$ cat src/design/wcs_pkg.sv
// Package for the whitespace-collapsed substring search: types, codes and
// byte helpers. No dependencies.
package wcs_pkg;

  localparam logic [7:0] SPACE_CHAR = 8'h20;

  typedef enum logic [1:0] {
    CMD_BEGIN   = 2'd0,
    CMD_PATTERN = 2'd1,
    CMD_TEXT    = 2'd2,
    CMD_END     = 2'd3
  } cmd_e;

  // One word moving from the input register into the update logic.
  typedef struct packed {
    logic       go;
    cmd_e       cmd;
    logic [7:0] ch;
  } step_t;

  // Flags reported by the text matcher.
  typedef struct packed {
    logic seen;
    logic overflow;
  } match_stat_t;

  // One result word.
  typedef struct packed {
    logic        found;
    logic [15:0] position;
    logic        pattern_too_long;
    logic        text_too_long;
  } res_t;

  function automatic logic is_space(input logic [7:0] c);
    return ((c >= 8'd9) && (c <= 8'd13)) || (c == SPACE_CHAR);
  endfunction

  // Folds ASCII upper case to lower case; all other bytes pass unchanged.
  function automatic logic [7:0] fold(input logic [7:0] c);
    return ((c >= 8'h41) && (c <= 8'h5A)) ? (c + 8'h20) : c;
  endfunction

endpackage

$ cat src/design/wcs_if.sv
// Valid/ready channel interfaces for the input and result words.
// No dependencies.
interface wcs_in_if;
  logic       valid;
  logic       ready;
  logic [1:0] command;
  logic [7:0] char_byte;

  modport source (output valid, command, char_byte, input ready);
  modport sink (input valid, command, char_byte, output ready);
endinterface

interface wcs_out_if;
  logic        valid;
  logic        ready;
  logic        found;
  logic [15:0] position;
  logic        pattern_too_long;
  logic        text_too_long;

  modport source (output valid, found, position, pattern_too_long, text_too_long,
                  input ready);
  modport sink (input valid, found, position, pattern_too_long, text_too_long,
                output ready);
endinterface

$ cat src/design/wcs_pattern.sv
// Pattern store: collapses pattern bytes and keeps them right-aligned, folded.
// Depends on wcs_pkg.
module wcs_pattern import wcs_pkg::*; #(
  parameter int unsigned PATTERN_MAX = 64,
  parameter int unsigned LEN_W       = $clog2(PATTERN_MAX + 1)
) (
  input  logic             clk_i,
  input  logic             rst_ni,
  input  step_t            step_i,
  output logic [7:0]       pat_o [PATTERN_MAX],
  output logic [LEN_W-1:0] len_o,
  output logic             overflow_o
);

  localparam logic [LEN_W-1:0] LenFull = LEN_W'(PATTERN_MAX);

  logic [7:0]       pat_q [PATTERN_MAX];
  logic [7:0]       pat_a [PATTERN_MAX];
  logic [7:0]       pat_d [PATTERN_MAX];
  logic [LEN_W-1:0] len_q, len_a, len_d;
  logic             ovf_q, ovf_a, ovf_d;
  logic             pend_q, pend_d;
  logic             is_pat, push_sp, push_ch;

  assign is_pat  = step_i.go && (step_i.cmd == CMD_PATTERN);
  assign push_ch = is_pat && !is_space(step_i.ch);
  assign push_sp = push_ch && pend_q;

  // Up to two appends per word: the pending space, then the byte itself.
  always_comb begin
    pat_a = pat_q;
    len_a = len_q;
    ovf_a = ovf_q;
    if (push_sp) begin
      if (len_q == LenFull) begin
        ovf_a = 1'b1;
      end else begin
        for (int i = 0; i < int'(PATTERN_MAX) - 1; i++) pat_a[i] = pat_q[i+1];
        pat_a[PATTERN_MAX-1] = SPACE_CHAR;
        len_a = len_q + 1'b1;
      end
    end
    pat_d = pat_a;
    len_d = len_a;
    ovf_d = ovf_a;
    if (push_ch) begin
      if (len_a == LenFull) begin
        ovf_d = 1'b1;
      end else begin
        for (int i = 0; i < int'(PATTERN_MAX) - 1; i++) pat_d[i] = pat_a[i+1];
        pat_d[PATTERN_MAX-1] = fold(step_i.ch);
        len_d = len_a + 1'b1;
      end
    end
    pend_d = pend_q;
    if (is_pat) begin
      pend_d = is_space(step_i.ch) ? (len_q != '0) : 1'b0;
    end
    if (step_i.go && (step_i.cmd == CMD_BEGIN)) begin
      len_d  = '0;
      ovf_d  = 1'b0;
      pend_d = 1'b0;
    end
  end

  always_ff @(posedge clk_i) begin
    pat_q <= pat_d;
  end

  always_ff @(posedge clk_i or negedge rst_ni) begin
    if (!rst_ni) begin
      len_q  <= '0;
      ovf_q  <= 1'b0;
      pend_q <= 1'b0;
    end else begin
      len_q  <= len_d;
      ovf_q  <= ovf_d;
      pend_q <= pend_d;
    end
  end

  assign pat_o      = pat_q;
  assign len_o      = len_q;
  assign overflow_o = ovf_q;

endmodule

$ cat src/design/wcs_matcher.sv
// Text window and matcher: collapses text bytes, slides them through a window
// and compares it with the stored pattern. Depends on wcs_pkg.
module wcs_matcher import wcs_pkg::*; #(
  parameter int unsigned PATTERN_MAX = 64,
  parameter int unsigned COUNT_WIDTH = 16,
  parameter int unsigned LEN_W       = $clog2(PATTERN_MAX + 1)
) (
  input  logic                   clk_i,
  input  logic                   rst_ni,
  input  step_t                  step_i,
  input  logic [7:0]             pat_i [PATTERN_MAX],
  input  logic [LEN_W-1:0]       len_i,
  output match_stat_t            stat_o,
  output logic [COUNT_WIDTH-1:0] offset_o
);

  localparam int unsigned CMP_W = (COUNT_WIDTH > LEN_W) ? COUNT_WIDTH : LEN_W;
  localparam logic [COUNT_WIDTH-1:0] CntMax = '1;

  logic [7:0]             win_q [PATTERN_MAX];
  logic [7:0]             win_a [PATTERN_MAX];
  logic [7:0]             win_d [PATTERN_MAX];
  logic [COUNT_WIDTH-1:0] cnt_q, cnt_a, cnt_d;
  logic [COUNT_WIDTH-1:0] off_q, off_a, off_d;
  logic                   seen_q, seen_a, seen_d;
  logic                   ovf_q, ovf_a, ovf_d;
  logic                   pend_q, pend_d;
  logic                   started_q, started_d;
  logic                   is_txt, push_sp, push_ch;
  logic [PATTERN_MAX-1:0] mask;

  // Window slots that line up with stored pattern bytes.
  always_comb begin
    for (int i = 0; i < int'(PATTERN_MAX); i++) begin
      mask[i] = (i + int'(len_i)) >= int'(PATTERN_MAX);
    end
  end

  function automatic logic window_hit(input logic [7:0] win [PATTERN_MAX],
                                      input logic [7:0] pat [PATTERN_MAX],
                                      input logic [PATTERN_MAX-1:0] msk);
    logic hit;
    hit = 1'b1;
    for (int i = 0; i < int'(PATTERN_MAX); i++) begin
      if (msk[i] && (win[i] != pat[i])) hit = 1'b0;
    end
    return hit;
  endfunction

  assign is_txt  = step_i.go && (step_i.cmd == CMD_TEXT);
  assign push_ch = is_txt && !is_space(step_i.ch);
  assign push_sp = push_ch && pend_q;

  // Each push is checked against the counter limit, then compared with the pattern unless a match is already held.
  always_comb begin
    win_a  = win_q;
    cnt_a  = cnt_q;
    off_a  = off_q;
    seen_a = seen_q;
    ovf_a  = ovf_q;
    if (push_sp) begin
      if (cnt_q == CntMax) begin
        ovf_a = 1'b1;
      end else begin
        for (int i = 0; i < int'(PATTERN_MAX) - 1; i++) win_a[i] = win_q[i+1];
        win_a[PATTERN_MAX-1] = SPACE_CHAR;
        cnt_a = cnt_q + 1'b1;
        if (!seen_q && (len_i != '0) && (CMP_W'(cnt_a) >= CMP_W'(len_i)) &&
            window_hit(win_a, pat_i, mask)) begin
          seen_a = 1'b1;
          off_a  = cnt_a - COUNT_WIDTH'(len_i);
        end
      end
    end
    win_d  = win_a;
    cnt_d  = cnt_a;
    off_d  = off_a;
    seen_d = seen_a;
    ovf_d  = ovf_a;
    if (push_ch) begin
      if (cnt_a == CntMax) begin
        ovf_d = 1'b1;
      end else begin
        for (int i = 0; i < int'(PATTERN_MAX) - 1; i++) win_d[i] = win_a[i+1];
        win_d[PATTERN_MAX-1] = fold(step_i.ch);
        cnt_d = cnt_a + 1'b1;
        if (!seen_a && (len_i != '0) && (CMP_W'(cnt_d) >= CMP_W'(len_i)) &&
            window_hit(win_d, pat_i, mask)) begin
          seen_d = 1'b1;
          off_d  = cnt_d - COUNT_WIDTH'(len_i);
        end
      end
    end
    pend_d    = pend_q;
    started_d = started_q;
    if (is_txt) begin
      if (is_space(step_i.ch)) begin
        pend_d = started_q;
      end else begin
        pend_d    = 1'b0;
        started_d = 1'b1;
      end
    end
    if (step_i.go && (step_i.cmd == CMD_BEGIN)) begin
      cnt_d     = '0;
      off_d     = '0;
      seen_d    = 1'b0;
      ovf_d     = 1'b0;
      pend_d    = 1'b0;
      started_d = 1'b0;
    end
  end

  always_ff @(posedge clk_i) begin
    win_q <= win_d;
  end

  always_ff @(posedge clk_i or negedge rst_ni) begin
    if (!rst_ni) begin
      cnt_q     <= '0;
      off_q     <= '0;
      seen_q    <= 1'b0;
      ovf_q     <= 1'b0;
      pend_q    <= 1'b0;
      started_q <= 1'b0;
    end else begin
      cnt_q     <= cnt_d;
      off_q     <= off_d;
      seen_q    <= seen_d;
      ovf_q     <= ovf_d;
      pend_q    <= pend_d;
      started_q <= started_d;
    end
  end

  assign stat_o   = '{seen: seen_q, overflow: ovf_q};
  assign offset_o = off_q;

endmodule

$ cat src/design/whitespace_collapsed_substring_search.sv
// Top level of the whitespace-collapsed, case-insensitive substring search.
// Depends on wcs_pkg, wcs_if, wcs_pattern and wcs_matcher.
//
// The block takes one word per clock cycle while no end command is held back:
// a begin command, the pattern bytes, the text bytes and an end command. Each
// word first lands in an input register and is applied when it leaves that
// register by a single update stage that collapses whitespace and handles up to
// two collapsed bytes (a pending space and the byte itself) at once, using two
// parallel compares of the whole PATTERN_MAX-byte text window against the
// right-aligned, case-folded pattern. Only the end command produces a result
// word; it is loaded into the output register when the end command leaves the
// input register, and it stays there until taken. While a result waits, pattern
// and text words keep flowing; only a second end command waits in the input
// register until the output register is free.
// Results report whether the collapsed pattern occurs in the collapsed text,
// the offset of the first match (its low 16 bits), and whether
// the pattern overflowed its PATTERN_MAX-byte store or the text overflowed the
// COUNT_WIDTH-bit counter. An empty pattern always matches at offset 0.
module whitespace_collapsed_substring_search import wcs_pkg::*; #(
  parameter int unsigned PATTERN_MAX = 64,
  parameter int unsigned COUNT_WIDTH = 16
) (
  input  logic  clk_i,
  input  logic  rst_ni,
  wcs_in_if.sink    in_i,
  wcs_out_if.source out_o
);

  localparam int unsigned LEN_W = $clog2(PATTERN_MAX + 1);

  // Input register.
  logic       in_valid_q;
  cmd_e       cmd_q;
  logic [7:0] ch_q;
  logic       advance;
  step_t      step;

  // Output register.
  logic out_valid_q;
  res_t res_q, res_d;

  logic [7:0]             pat [PATTERN_MAX];
  logic [LEN_W-1:0]       pat_len;
  logic                   pat_ovf;
  match_stat_t            mstat;
  logic [COUNT_WIDTH-1:0] moff;
  logic [31:0]            moff_ext;

  // A word leaves the input register unless it is an end command that would
  // overwrite a result that has not been taken yet.
  assign advance    = in_valid_q && ((cmd_q != CMD_END) || !out_valid_q || out_o.ready);
  assign in_i.ready = !in_valid_q || advance;
  assign step       = '{go: advance, cmd: cmd_q, ch: ch_q};

  always_ff @(posedge clk_i or negedge rst_ni) begin
    if (!rst_ni) begin
      in_valid_q <= 1'b0;
    end else if (in_i.valid && in_i.ready) begin
      in_valid_q <= 1'b1;
    end else if (advance) begin
      in_valid_q <= 1'b0;
    end
  end

  always_ff @(posedge clk_i) begin
    if (in_i.valid && in_i.ready) begin
      cmd_q <= cmd_e'(in_i.command);
      ch_q  <= in_i.char_byte;
    end
  end

  wcs_pattern #(
    .PATTERN_MAX (PATTERN_MAX),
    .LEN_W       (LEN_W)
  ) u_pattern (
    .clk_i      (clk_i),
    .rst_ni     (rst_ni),
    .step_i     (step),
    .pat_o      (pat),
    .len_o      (pat_len),
    .overflow_o (pat_ovf)
  );

  wcs_matcher #(
    .PATTERN_MAX (PATTERN_MAX),
    .COUNT_WIDTH (COUNT_WIDTH),
    .LEN_W       (LEN_W)
  ) u_matcher (
    .clk_i    (clk_i),
    .rst_ni   (rst_ni),
    .step_i   (step),
    .pat_i    (pat),
    .len_i    (pat_len),
    .stat_o   (mstat),
    .offset_o (moff)
  );

  // The reported offset is the low 16 bits of the match offset.
  assign moff_ext = 32'(moff);

  always_comb begin
    res_d.pattern_too_long = pat_ovf;
    res_d.text_too_long    = mstat.overflow;
    if (pat_len == '0) begin
      res_d.found    = 1'b1;
      res_d.position = '0;
    end else begin
      res_d.found    = mstat.seen;
      res_d.position = mstat.seen ? moff_ext[15:0] : 16'd0;
    end
  end

  always_ff @(posedge clk_i or negedge rst_ni) begin
    if (!rst_ni) begin
      out_valid_q <= 1'b0;
    end else if (advance && (cmd_q == CMD_END)) begin
      out_valid_q <= 1'b1;
    end else if (out_o.ready) begin
      out_valid_q <= 1'b0;
    end
  end

  always_ff @(posedge clk_i) begin
    if (advance && (cmd_q == CMD_END)) begin
      res_q <= res_d;
    end
  end

  assign out_o.valid            = out_valid_q;
  assign out_o.found            = res_q.found;
  assign out_o.position         = res_q.position;
  assign out_o.pattern_too_long = res_q.pattern_too_long;
  assign out_o.text_too_long    = res_q.text_too_long;

endmodule

$ cat src/flat_wrapper.sv
// flat-port wrapper written by rule: the top's interface ports become plain ports
module whitespace_collapsed_substring_search_flat import wcs_pkg::*;
#(
  parameter int unsigned PATTERN_MAX = 64,
  parameter int unsigned COUNT_WIDTH = 16
)
  (clk_i, rst_ni, in_i_valid, in_i_command, in_i_char_byte, in_i_ready, out_o_valid, out_o_found, out_o_position, out_o_pattern_too_long, out_o_text_too_long, out_o_ready);
  wcs_in_if in_i_i ();
  wcs_out_if out_o_i ();
  input  logic clk_i;
  input  logic rst_ni;
  input wire logic [$bits(in_i_i.valid)-1:0] in_i_valid;
  input wire logic [$bits(in_i_i.command)-1:0] in_i_command;
  input wire logic [$bits(in_i_i.char_byte)-1:0] in_i_char_byte;
  output wire logic [$bits(in_i_i.ready)-1:0] in_i_ready;
  output wire logic [$bits(out_o_i.valid)-1:0] out_o_valid;
  output wire logic [$bits(out_o_i.found)-1:0] out_o_found;
  output wire logic [$bits(out_o_i.position)-1:0] out_o_position;
  output wire logic [$bits(out_o_i.pattern_too_long)-1:0] out_o_pattern_too_long;
  output wire logic [$bits(out_o_i.text_too_long)-1:0] out_o_text_too_long;
  input wire logic [$bits(out_o_i.ready)-1:0] out_o_ready;
  assign in_i_i.valid = in_i_valid;
  assign in_i_i.command = in_i_command;
  assign in_i_i.char_byte = in_i_char_byte;
  assign in_i_ready = in_i_i.ready;
  assign out_o_valid = out_o_i.valid;
  assign out_o_found = out_o_i.found;
  assign out_o_position = out_o_i.position;
  assign out_o_pattern_too_long = out_o_i.pattern_too_long;
  assign out_o_text_too_long = out_o_i.text_too_long;
  assign out_o_i.ready = out_o_ready;
  whitespace_collapsed_substring_search #(.PATTERN_MAX(PATTERN_MAX), .COUNT_WIDTH(COUNT_WIDTH)) u_core (.clk_i(clk_i), .rst_ni(rst_ni), .in_i(in_i_i), .out_o(out_o_i));
endmodule
$ cat config.mk
export PLATFORM = sky130hd
export DESIGN_NAME = whitespace_collapsed_substring_search_flat
export DESIGN_NICKNAME = d
export VERILOG_FILES = /design/src/design/wcs_pkg.sv /design/src/design/wcs_if.sv /design/src/design/wcs_pattern.sv /design/src/design/wcs_matcher.sv /design/src/design/whitespace_collapsed_substring_search.sv /design/src/flat_wrapper.sv
export SDC_FILE = /design/constraint.sdc
export NUM_CORES = 2
export LEC_CHECK = 0
export ABC_CLOCK_PERIOD_IN_PS = 7230
export BUFFER_PORTS_ARGS = -buffer_cell sky130_fd_sc_hd__buf_4
export CORE_AREA = 2 2 308 310
export DETAILED_ROUTE_END_ITERATION = 16
export DIE_AREA = 0 0 310 312
export PLACE_DENSITY = 0.85
export SLEW_MARGIN = 20
export SYNTH_ARGS = -nofsm -noshare
export SYNTH_HDL_FRONTEND = slang
export SYNTH_SLANG_ARGS = --single-unit
$ cat constraint.sdc
create_clock -name clk_i -period 7.23 [get_ports clk_i]
set_clock_uncertainty 0.15 [all_clocks]
set_input_delay 1.0845 -clock clk_i [delete_from_list [all_inputs] [get_ports clk_i]]
set_output_delay 1.0845 -clock clk_i [all_outputs]
set_load 0.01 [all_outputs]
[Yosys cells after proc, flatten, opt, wreduce, memory -nomap -nowiden]
Index checks and enable logic that the tools add are counted.
Storage, ports and cells
  flip-flop bits (word level): 1100
  logic and storage cells: 776
Cells by class
  add/subtract/negate cells: 70
  magnitude comparators: 70
  equal/unequal tests: 138
  muxes and demuxes: 188
  bitwise gates (word level): 1
  reductions and logical operators: 164
Operators with widths (count)
  $mux 512: 8
  $ne 8x8->1: 127
  $ge 8x7->1 const B: 64
  $add 6x7->8 const A: 32
  $mux 16: 12
  $mux 1: 162
  $logic_and 1x1->1: 146
  $add 5x7->8 const A: 16
  $add 4x7->8 const A: 8
  $mux 7: 5
  $add 16x1->16 const B: 2
  $add 3x7->8 const A: 4
  $eq 16x16->1 const B: 2
  $ge 16x7->1: 2
  $sub 16x7->16: 2
  $add 2x7->8 const A: 2
  $add 7x1->7 const B: 2
  $eq 7x7->1 const B: 2
  $add 1x7->8 const A: 1
  $add 8x6->8 const B: 1
  $eq 8x6->1 const B: 1
  $ge 8x4->1 const B: 1
  $le 8x4->1 const B: 1
  $le 8x7->1 const B: 1
  other kinds (16): 27

[Longest topological paths before layout]
  depth in word-level cells: 81
  mapped depth: 28
  mapped depth without buffers: 20

[Hierarchy]
A second synthesis with hierarchy kept.
Second synthesis, totals
  cell total of the unflattened synthesis: 7803
  area, all modules: 62079.5 um^2
By module, submodules not included
  wcs_matcher: times used 1, cells each 5396, area an instance 40418.8 um^2, sequential area each 10990.5 um^2
  wcs_pattern: times used 1, cells each 2328, area an instance 20479.6 um^2, sequential area each 10475.0 um^2
  whitespace_collapsed_substring_search: times used 1, cells each 79, area an instance 1181.1 um^2, sequential area each 920.9 um^2

[Worst setup path before layout]
OpenSTA, ideal clock, no wires.
  path kind: register -> register
  start: register u_core.u_matcher.cnt_q[1]
  end: register u_core.u_matcher.off_q[12], in the netlist u_core.u_matcher.offset_o[12]
  library setup time: 0.125 ns
  data arrival time: 5.681 ns
  required time: 6.955 ns
  setup slack: 1.274 ns
  cell stages (with the launch flop): 28
  buffers on the path: 7
  period minus slack after synthesis: 5.956 ns
  cells stage by stage: dfrtp_1 > ha_1 > nand4_1 > or4_1 > buf_2 > nand3_4 > buf_6 > buf_4 > buf_2 > buf_2 > clkbuf_1 > nand2_1 > nand2_1 > ha_1 > nand2_1 > a21oi_1 > or2_2 > xnor2_1 > ha_1 > inv_1 > o21bai_1 > a21oi_1 > o221ai_1 > a2111oi_2 > nand2_1 > o21ai_2 > buf_6 > mux2_4
Between the ends
  cells in the longest elaborated chain, start to end: 76
  elaborated cells on any way between the ends: 220
Ends and longest elaborated chain
  start, declared: RTL line wcs_matcher.sv:23  | logic [COUNT_WIDTH-1:0] cnt_q, cnt_a, cnt_d;
  start signal, assigned: RTL line wcs_matcher.sv:127  | cnt_q <= cnt_d;
  $eq 16x16->1: RTL line wcs_matcher.sv:62  | if (cnt_q == CntMax) begin
  $mux 512: RTL line wcs_matcher.sv:62
  $mux 512: RTL line wcs_matcher.sv:61  | if (push_sp) begin
  $ne 8x8->1: RTL line wcs_matcher.sv:45  | if (msk[i] && (win[i] != pat[i])) hit = 1'b0;
  $logic_and 1x1->1: RTL line wcs_matcher.sv:45
  $mux 1 (64 in series): RTL line wcs_matcher.sv:45
  $mux 1: RTL line wcs_matcher.sv:81  | if (cnt_a == CntMax) begin
  $mux 1: RTL line wcs_matcher.sv:80  | if (push_ch) begin
  $logic_and 1x1->1: RTL line wcs_matcher.sv:87  | if (!seen_a && (len_i != '0) && (CMP_W'(cnt_d) >= CMP_W'(len_i)) &&
  $mux 16: RTL line wcs_matcher.sv:87
  $mux 16: RTL line wcs_matcher.sv:81
  $mux 16 (*): RTL line wcs_matcher.sv:80
  $mux 16 (*): RTL line wcs_matcher.sv:104  | if (step_i.go && (step_i.cmd == CMD_BEGIN)) begin
  net u_core.u_matcher.off_d[12]: RTL line wcs_matcher.sv:24  | logic [COUNT_WIDTH-1:0] off_q, off_a, off_d;
  end signal, assigned: RTL line wcs_matcher.sv:121  | off_q <= '0;
  end signal, assigned: RTL line wcs_matcher.sv:128  | off_q <= off_d;
  end, declared: RTL line wcs_matcher.sv:24
The timed path passes the listed nets; every way through them passes the cells marked *. The select of a mux whose other input is x is not followed.
A chain may end at the register's enable or synchronous reset.

[Final worst setup path]
  start: register u_core.u_matcher.cnt_q[0]
  end: register u_core.u_matcher.off_q[14], in the netlist u_core.u_matcher.offset_o[14]
The elaborated chain is that of the path after synthesis.

==> run_results.csv <==
group,metric,value,unit
global_route,grt_start_max_net_pins,163,
worst_setup_path,critPathSlowestCell,"or4_2",
logic_synthesis,synth-seq-cells,1092,
routing,remaining_drc_errors,0,
sta,worst_pin_slew,1190,ps
clocking,post_cts.resized_instances,0,
cells_and_area,final_common_cell,"nor2_1",
worst_setup_path,start_kind,"flip-flop",
logic_synthesis,synth_cells,7400,
worst_setup_path,cpMostUsedCell,"or4_1",
sta,whs,243,ps
clocking,clock-sinks,1092,
worst_setup_path,end_kind,"flip-flop",
global_route,grt_pass1_vias,55900,
clocking,ctsHtreeMaxLevel,3,
global_route,grt_usage,44.0,%
floorplanning,initial_core_util,63.6,%
worst_setup_path,crit_type,"reg2reg",
worst_setup_path,crit_chain,"ha_1 -> nand4_1 -> or4_2 -> nand3_4 -> buf_4 -> mux2_2 -> o41ai_1 -> o21ai_0 -> or4_1 -> or4_1 -> nor4_2 -> o21ai_2 -> mux2_4",
worst_setup_path,critPathMaxFanout,22,
sta,period_share,95.1,%
sta,maxSlewHeadroom,20.4,%
cells_and_area,fill_cells,7460,
clocking,clk_pin_slew,70,ps
global_route,grt_pass1_wl,337000,µm
place,dpl.hpwl,148000,µm
pwr,p_leak,24.5,nW
cells_and_area,fin_util,68.3,%
floorplanning,die-area,96700,µm²
logic_synthesis,synthFlopType,"dfxtp_1",
floorplanning,die_w,310,µm
clocking,post-cts-setup-buffers,0,
floorplanning,ioPinCount,35,
run_status,status,"finished clean",
clocking,clkLatencyLatePin,730,ps
sta,setup_tns,0,ps
sta,final.min_clock_period,6880,ps
cells_and_area,synthToLayoutAreaGrowth,7.27,%
routing,drtAntennaViolNets,0,
global_route,global_route.overflow_total,0,
routing,route.vias.total,60500,
worst_setup_path,required,7680,ps
floorplanning,rows,112,
pwr,ir_drop,0.274,mV
pwr,power.density,405,nW/µm²
routing,drt_iter0_markers,10400,
logic_synthesis,synth-seq-area-share,37.8,%
routing,wl,223000,µm
sta,setup_viol,0,
cells_and_area,regArea,22400,µm²
sta,fmax,145,MHz
logic_synthesis,ys_types,104,
logic_synthesis,avgSynthCellArea,8.00,µm²
logic_synthesis,synth_area,59200,µm²
sta,rsz0062_at_grt,"false",
clocking,tritoncts,"done",
worst_setup_path,critPathArrivalTime,7330,ps
logic_synthesis,synth_edf_count,29,
cells_and_area,multi_input_area,33400,µm²
cells_and_area,layout.nets,7059,
place,gp_congestion,1.08,
flow_run,maxCapViolations,0,
logic_synthesis,synth_nets,7439,
worst_hold_path,hold_path.class,"in2async",
routing,vias_per_cell,7.22,
logic_synthesis,async_flop_share,4.30,%
clocking,cts_max_path_buffers,3,
floorplanning,fp.coreArea,93000,µm²
logic_synthesis,yosys_warnings,0,
cells_and_area,drive_gt1_share,5.76,%
cells_and_area,final_cell_mix,"nor2_1, o22ai_1, dfxtp_1, a21oi_1, xor2_1",
clocking,clockRootBuffer,"clkbuf_16",
place,portBuffers,34,
sta,hold_viol,0,
routing,routedWlPerCell,26.6,µm
global_route,grt_antenna_before_repair,5,
clocking,ctsHoldBuffers,0,
routing,drtPass1Iterations,9,
floorplanning,die_h,312,µm
clocking,cts_buffers,112,
sta,drv_slew,0,
worst_setup_path,slowest_delay,730,ps
-- flip-flops by register name (all words and copies together) (netlist names), 2 cells and up --
register and count:
u_core.u_matcher.win_q 504, u_core.cmd_q 2, u_core.u_matcher.offset_o 16, u_core.u_pattern.pat_o 512, u_core.out_o.position 16, u_core.u_matcher.cnt_q 16
u_core.ch_q 8, u_core.u_pattern.len_o 7
-- synth_stat cells (all sizes together), types with 23 or more instances --
| cell type | number | area (µm²) |
|---|---|---|
| o22ai | 1052 | 6590 |
| o31ai | 56 | 420 |
| nor2 | 1399 | 5250 |
| nand4 | 148 | 947 |
| a21oi | 494 | 2470 |
| o2111ai | 27 | 236 |
| ha | 23 | 288 |
| nor3 | 106 | 547 |
| nor2b | 54 | 338 |
| and2 | 33 | 206 |
| xnor2 | 410 | 3590 |
| buf | 183 | 991 |
| a221oi | 26 | 228 |
| clkbuf | 430 | 1620 |
| nor4 | 115 | 747 |
| a31oi | 41 | 263 |
| nand2b | 52 | 325 |
| inv | 253 | 950 |
| a22o | 28 | 245 |
| a2111oi | 38 | 340 |
| dfrtp | 47 | 1180 |
| nand3 | 87 | 453 |
| o21ai | 76 | 384 |
| dfxtp | 1016 | 20300 |
| xor2 | 462 | 4050 |
| nand2 | 199 | 747 |
| edfxtp | 29 | 871 |
| mux2i | 95 | 951 |
| or3 | 24 | 155 |
| mux2 | 35 | 402 |
-- routing by layer --
layer  up-vias  routed length [µm]  GRT usage (%)
li1      25900                   -              -
met2      4940               92700           63.8
met3      1159               31000           12.4
met5         -                  57              0
met1     28500               82500           57.5
met4         8               16600           28.1
-- report_power, final --
part           switching [mW]  total, mW  leakage, nW  internal (mW)
Clock                    2.60       6.30         1.95           3.70
Sequential               3.94       11.8         9.40           7.87
Combinational            3.86       7.60         13.1           3.74
Total                    10.4       25.7         24.5           15.3
-- stage by stage --
stage                     std cells  area [µm²]  power [mW]  worst slack (ps)
after global routing           8369       63500        26.7              93.2
final                          8370       63500        25.7               352
after detailed placement       8159       59500        18.9               621
after CTS                      8368       63500        25.2               574
after global placement         8159       59500        18.6               700
after floorplan                7400       59200        16.2              1270
-- path summary, 6_finish.rpt --
path | from | endpoint | slack (ps) | cells after the start
max reg2reg | u_core.u_matcher.cnt_q[0]$_DFF_PN0_ | u_core.u_matcher.offset_o[14]$_DFF_PN0_ | 350 | 13
min in group clk_i | u_core.u_matcher.ovf_q$_DFF_PN0_ | u_core.out_o.text_too_long$_DFFE_PP_ | 330 | 0
min | rst_ni | u_core.u_matcher.cnt_q[6]$_DFF_PN0_ | 240 | 1
max in group asynchronous | rst_ni | u_core.u_pattern.len_o[6]$_DFF_PN0_ | 6240 | 1
max | u_core.u_matcher.cnt_q[0]$_DFF_PN0_ | u_core.u_matcher.offset_o[14]$_DFF_PN0_ | 350 | 13
min reg2reg | u_core.u_matcher.ovf_q$_DFF_PN0_ | u_core.out_o.text_too_long$_DFFE_PP_ | 330 | 0
-- final cells by class --
| type | instances | share of cell area [%] |
|---|---|---|
| flip-flops and latches | 1092 | 35.2 |
| multi-input cells | 5442 | 52.6 |
| well taps | 1254 | 2.47 |
| clock buffers | 154 | 5.16 |
| diodes | 1 | 0.00394 |
| repair buffers | 119 | 1.94 |
| inverters | 253 | 1.50 |
| clock inverters | 55 | 1.11 |
-- cells by family after synthesis --
family	share of synthesized area, %
simple gates	17.7
compound gates	22.7
flops	37.8
xor+xnor	12.9
buf+inv	6.01
mux	2.28
fa+ha+maj	0.554
-- critical path, delay by kind of cell (launching register included) --
family | cells | cell delay [ps]
compound gates | 3 | 1440
flops | 1 | 550
mux | 2 | 800
buf+inv | 1 | 440
fa+ha+maj | 1 | 450
simple gates | 6 | 2900
No activity file was read; power rests on OpenSTA's default activity.
